==> config.mk <==
export PLATFORM = sky130hd
export DESIGN_NAME = adc_median_of_n_filter
export DESIGN_NICKNAME = d
export VERILOG_FILES = /design/src/rtl/core/adcmed_pkg.sv /design/src/rtl/core/adc_median_of_n_filter.sv /design/src/rtl/core/adcmed_buf.sv
export SDC_FILE = /design/constraint.sdc
export NUM_CORES = 1
export LEC_CHECK = 0
export ABC_AREA = 1
export BUFFER_PORTS_ARGS = -buffer_cell sky130_fd_sc_hd__buf_2
export CORE_AREA = 5 5 126 128
export DETAILED_ROUTE_END_ITERATION = 7
export DIE_AREA = 0 0 131 133
export PLACE_DENSITY = 0.71
export REMOVE_ABC_BUFFERS = 1
export SETUP_SLACK_MARGIN = 0.02
export SLEW_MARGIN = 20
export SYNTH_ARGS = -nofsm -noshare
export SYNTH_HDL_FRONTEND = slang
export SYNTH_SLANG_ARGS = --single-unit
==> constraint.sdc <==
create_clock -name clk -period 3.1 [get_ports clk]
set_input_delay 0.465 -clock clk [delete_from_list [all_inputs] [get_ports clk]]
set_output_delay 0.465 -clock clk [all_outputs]
set_load 0.02 [all_outputs]
==> src/rtl/core/adcmed_pkg.sv <==
package adcmed_pkg;

  // Group size and sample width
  localparam int SAMPLES  = 9;
  localparam int SAMPLE_W = 12;

  // Index into the group buffer
  localparam int IDX_W = (SAMPLES > 1) ? $clog2(SAMPLES) : 1;

  // Last slot of a group and the slot that holds the (lower) median once sorted
  localparam logic [IDX_W-1:0] LAST_IDX = IDX_W'(SAMPLES - 1);
  localparam logic [IDX_W-1:0] MID_IDX  = IDX_W'((SAMPLES - 1) / 2);

  typedef logic [SAMPLE_W-1:0] sample_t;
  typedef logic [IDX_W-1:0]    idx_t;

  // Sequencer command to the sorted buffer
  typedef struct packed {
    logic shift;  // move entry pos-1 up into pos
    logic place;  // write the new sample into pos
    idx_t pos;    // current hole in the sorted buffer
  } adcmed_ctl_t;

endpackage

==> src/rtl/core/adc_median_of_n_filter.sv <==
// Median filter: each sample is insertion-sorted into the group buffer by one
// compare-and-shift step per cycle, a single step shared over the whole buffer.
// Busy stays high while a sample moves down from its group slot to its sorted
// place, and through the result state for the group-completing sample; a new
// sample is taken only while idle, so one sample is finished before the next.
// The result state registers the median and strobes out_valid; results cannot
// be stalled. Synchronous reset empties the group.
module adc_median_of_n_filter (
  input  logic                clk,
  input  logic                rst_n,
  input  logic                start,
  output logic                busy,
  input  adcmed_pkg::sample_t in_sample,
  output logic                out_valid,
  output adcmed_pkg::sample_t out_median_value
);
  import adcmed_pkg::*;

  typedef enum logic [1:0] {
    ST_IDLE,
    ST_SCAN,
    ST_EMIT
  } state_t;

  state_t      state_r;
  idx_t        fill_r;
  idx_t        pos_r;
  sample_t     sample_r;
  logic        out_valid_r;
  sample_t     out_median_value_r;
  adcmed_ctl_t ctl;
  logic        gt;
  sample_t     mid;

  // Drive the shared compare/shift step
  always_comb begin
    ctl.pos   = pos_r;
    ctl.shift = (state_r == ST_SCAN) && gt;
    ctl.place = (state_r == ST_SCAN) && !gt;
  end

  adcmed_buf u_buf (
    .clk    (clk),
    .ctl    (ctl),
    .sample (sample_r),
    .gt     (gt),
    .mid    (mid)
  );

  // Sequencer and registered result
  always_ff @(posedge clk) begin
    if (!rst_n) begin
      state_r     <= ST_IDLE;
      fill_r      <= '0;
      pos_r       <= '0;
      out_valid_r <= 1'b0;
    end else begin
      out_valid_r <= 1'b0;
      case (state_r)
        ST_IDLE: begin
          if (start) begin
            sample_r <= in_sample;
            pos_r    <= fill_r;
            state_r  <= ST_SCAN;
          end
        end
        ST_SCAN: begin
          if (gt) begin
            pos_r <= pos_r - idx_t'(1);
          end else if (fill_r == LAST_IDX) begin
            fill_r  <= '0;
            state_r <= ST_EMIT;
          end else begin
            fill_r  <= fill_r + idx_t'(1);
            state_r <= ST_IDLE;
          end
        end
        ST_EMIT: begin
          out_valid_r        <= 1'b1;
          out_median_value_r <= mid;
          state_r            <= ST_IDLE;
        end
        default: begin
          state_r <= ST_IDLE;
        end
      endcase
    end
  end

  assign busy             = (state_r != ST_IDLE);
  assign out_valid        = out_valid_r;
  assign out_median_value = out_median_value_r;

`ifndef ASSERT_OFF
  // A result strobe lasts one cycle
  a_strobe_single: assert property (@(posedge clk) disable iff (!rst_n)
    out_valid |=> !out_valid)
    else $error("out_valid held for more than one cycle");

  // A transfer makes the block busy in the next cycle
  a_start_busy: assert property (@(posedge clk) disable iff (!rst_n)
    (start && !busy) |=> busy)
    else $error("transfer did not start the sort step");

  // Fill count never passes the last slot
  a_fill_range: assert property (@(posedge clk) disable iff (!rst_n)
    fill_r <= LAST_IDX)
    else $error("fill count out of range");

  // The hole never sits above the current fill position
  a_pos_range: assert property (@(posedge clk) disable iff (!rst_n)
    (state_r == ST_SCAN) |-> (pos_r <= fill_r))
    else $error("insertion position above fill count");
`endif

endmodule

==> src/rtl/core/adcmed_buf.sv <==
module adcmed_buf (
  input  logic                 clk,
  input  adcmed_pkg::adcmed_ctl_t ctl,
  input  adcmed_pkg::sample_t  sample,
  output logic                 gt,
  output adcmed_pkg::sample_t  mid
);
  import adcmed_pkg::*;

  sample_t buf_r [SAMPLES];
  idx_t    prev_idx;
  sample_t prev_val;

  // Look at the entry just below the hole; none exists at slot zero
  assign prev_idx = (ctl.pos == '0) ? '0 : ctl.pos - idx_t'(1);
  assign prev_val = buf_r[prev_idx];
  assign gt       = (ctl.pos != '0) && (prev_val > sample);
  assign mid      = buf_r[MID_IDX];

  // Shift the larger entry up, or drop the sample into the hole
  always_ff @(posedge clk) begin
    if (ctl.shift) begin
      buf_r[ctl.pos] <= prev_val;
    end else if (ctl.place) begin
      buf_r[ctl.pos] <= sample;
    end
  end

endmodule

==> impl_results.md <==
* Effective utilization at floorplan at 0.433
* Slowest cell delay on critical path at 330 ps
* Instance area at placement at 7070 um^2
* Post-synth EDFFs at 132
* Maximum number of pins on one net before global-route repair at 32
* Synthesized-area fraction occupied by ao, oa, aoi and oai cells at 0.0137
* Area growth syn-to-layout at 39.8%
* Mean post-synth cell area at 10.8 um^2
* Cell at the slowest stage of the critical path: dfxtp_2
* Post-synthesis sequential area ratio at 0.655
* Warnings, synthesis at 0
* Max-slew violation total from the final report at 0
* Leading post-synthesis cells by cell area: edfxtp_1 62%, nand3_1 11%, nand2_1 7.9%, ha_1 3.7%, dfxtp_1 3.4%
* Number of nets with antenna violations after routing at 0
* Number of standard cells in the layout, taps in and fillers out at 890
* Clock transition at the register clock pins on the worst setup and hold paths after CTS at 60 ps
* Half-perimeter wire length of the detailed placement result at 9690 um
* Worst-margin pin slew at 933 ps
* Buf+Inv Stages, Crit Path at 6
* Final Cell Area at 8920 um^2
* Dominant cell by count in the synthesized netlist: nand3_1
* Clock sinks at 143
* Max-capacitance violation count at 0
* Class of the tightest hold or removal check: input pin to flip-flop
* Final Hold Fails at 0
* Number of instances in the synthesized netlist at 590
* Capturing element type of the critical path: flip-flop
* Clock tree skew after final layout at 12.3 ps
* IR drop worst, VDD at 608 uV
* Main combinational cell family by area after synthesis: simple AND/OR/NAND/NOR gates
* Global-route usage over all layers at 0.183
* Length of the first detailed-routing pass in iterations at 6
* Cells along the critical path: buf_6 > nor2_4 > nand2_8 > nand2_8 > buf_12 > buf_12 > nor2_4 > nand2_2 > nand3_2 > nand3_4 > nand2_4 > inv_2 > ha_4 > inv_2 > nand2_1 > nand2_1 > nand2_2 > nand2_2 > nand2_1 > nand3_2 > nand2_4 > buf_8 > nand3_2 > nand2_4
* Crit-path leading delay family: simple AND/OR/NAND/NOR gates
* Min cycle time layout at 3080 ps
* Area of the core at 14800 um^2
* Vias in the first global route at 4582
* Total gr overflow at 0
* I/O Pins at 29
* Top cell types by occurrence after synthesis: 141 x nand3_1, 135 x nand2_1, 132 x edfxtp_1
* Multiplexer share of the synthesized area at 0
* Clock Latency Late Sink at 430 ps
* Post-route total power at 9.38 mW
* First-pass GRT wire length at 24100 um
* Worst reg2reg startpoint: pos_r[2]
* Proportion of synthesized flip-flops having asynchronous set or reset at 0
* Tcrit/Tclk final at 0.995
* Cell Area, Synth at 6380 um^2
* WHS at 215 ps
* Clock H-tree levels at 4
* Horizontal extent of the die at 131 um
* Iteration-0 DRC Markers at 571
* Area leader, netlist: edfxtp_1
* Number of vias after detailed routing at 5096
* Arrival time worst endpoint at 3360 ps
* Power density relative to cell area at 1050 nW/um^2
* Port buffer count at 28
* Final GP Congestion at 0.864
* Most common flop cell mapped by yosys: edfxtp_1
* DRC errors left at 0
* Standby leakage power at 3.58 nW
* Synth Register Bits at 143
* Diodes inserted at 0
* Number of vias per cell at 5.73
* Worst Path Required at 3380 ps
* Start point of the worst min-delay path: in_sample[5]
* Final-report setup violation count at 0
* Post-cts hold buffer count at 0
* Result of the run: finished clean
* Top fanout value on the critical path at 16
* Layout cell share with drive strength beyond 1 at 0.387
* Total routed wirelength at 18000 um
* Adder-cell share of the synthesized area at 0.0372
* Area share of xor/xnor cells in the synthesized design at 0.00274
* CTS Root Cell: clkbuf_16
* Number of antenna violations at the first check in global routing at 0
* Inserted Clock Buffers at 17
* Floorplan die area at 17400 um^2
* Number of buffers on the longest clock path at 2
* Vertical die dimension at 133 um
* Slew Limit Headroom at 0.376
* CP Launch Point: pos_r[2]
* TritonCTS clock tree: done
* Yosys top cell area share at 0.621
* Worst setup path class: flip-flop to flip-flop
* Placed Cells incl. Taps at 832
* Number of different library cells in the post-synthesis netlist at 28
* Simple-gate area share of the yosys netlist at 0.237
* Net count, final at 723
* RSZ-0062 raised after global routing: true
* Wire per inst at 20.2 um
* Count of standard-cell rows at 45
* Achievable Freq at 324 MHz
* Critical path launch point type: flip-flop
## layer usage
layer	global-route usage	routed length (um)
met1	0.242	6780
met2	0.285	8800
met3	0.0493	1740
met4	0.0731	698
met5	0	0
## stage by stage
step	setup slack, ps	utilization	TNS, ps
after floorplan	-816	-	-92410
after global placement	-45.9	0.479	-2350
after detailed placement	-206	0.479	-16890
after CTS	12.7	0.533	0
after global routing	-112	0.605	-10020
final	16.3	0.605	0
## final timing paths
| check | to | slack, ps | cells after the start |
|---|---|---|---|
| worst max-delay path | u_buf.buf_r[4][7] | 20 | 24 |
| worst min-delay path | sample_r[5] | 220 | 1 |
| worst min register to register | out_valid | 460 | 1 |
| worst max register to register | u_buf.buf_r[4][7] | 20 | 24 |
## timing repair
action | CTS | global route
buffers inserted | 1 | 13
pin swaps | 4 | 67
cloned | 1 | 11
gates resized for setup | 40 | 171
hold endpoints to repair | 0 | 0
endpoints found under the setup margin | 115 | 118
## where the power goes
part           switching [mW]  total [mW]  internal [mW]
sequential             0.0503        2.66           2.61
combinational            2.71        4.54           1.83
clock                   0.771        2.18           1.41
## placed cells by master (no fill, tap or decap), types with 2 or more instances in the layout
cell type     n
buf_4        43
nand2_4      25
inv_2        12
inv_4         2
buf_8         5
nor3_1        7
ha_4          9
o21ai_0       3
clkbuf_16    21
or2_2         3
a21oi_2       4
dfxtp_2       2
nand3_4      17
inv_1        41
or2_4         2
nand2_1     108
bufinv_16     5
ha_1          9
nand2_8       3
or2_1         8
nand3b_1      3
buf_6         6
buf_2        28
nand4_1       2
clkinv_2      4
nand3_2      45
nor2_4        4
nor2_1       14
clkinv_1      3
buf_12       10
nor2_2        2
nand2_2      12
a21oi_1       9
nand3_1      80
edfxtp_1    132
dfxtp_1       8
clkinvlp_4    2
## kinds of logic after synthesis
| group | after synthesis |
|---|---|
| buffers and inverters | 80 |
| adders and majority gates | 19 |
| xor gates and xnor gates | 2 |
| and+or+nand+nor | 329 |
| DFF | 143 |
| AOI/OAI and AO/OA | 17 |
## worst register-to-register path, cell delays in order, from the launching register on
cell	delay, ps
dfxtp_2	330
buf_6	120
nor2_4	220
nand2_8	140
nand2_8	160
buf_12	150
buf_12	140
nor2_4	40
nand2_2	60
nand3_2	80
nand3_4	110
nand2_4	60
inv_2	60
ha_4	110
inv_2	30
nand2_1	70
nand2_1	90
nand2_2	80
nand2_2	50
nand2_1	70
nand3_2	110
nand2_4	110
buf_8	190
nand3_2	200
nand2_4	160
## area by class of cell
class | count | area [um^2]
sequential | 143 | 4190
fill | 1084 | 5830
multi-input combinational | 375 | 2740
inverter | 56 | 223
timing repair buffer | 96 | 906
clock inverter | 14 | 196
clock buffer | 18 | 429
tap | 188 | 235
## flip-flops by register name (all words and copies together), names as in the netlist
signal / count
out_valid: 1
out_median_value: 12
fill_r: 4
pos_r: 4
u_buf.buf_r: 108
sample_r: 12
state_r: 2
Power figures use the tool's default switching activity.
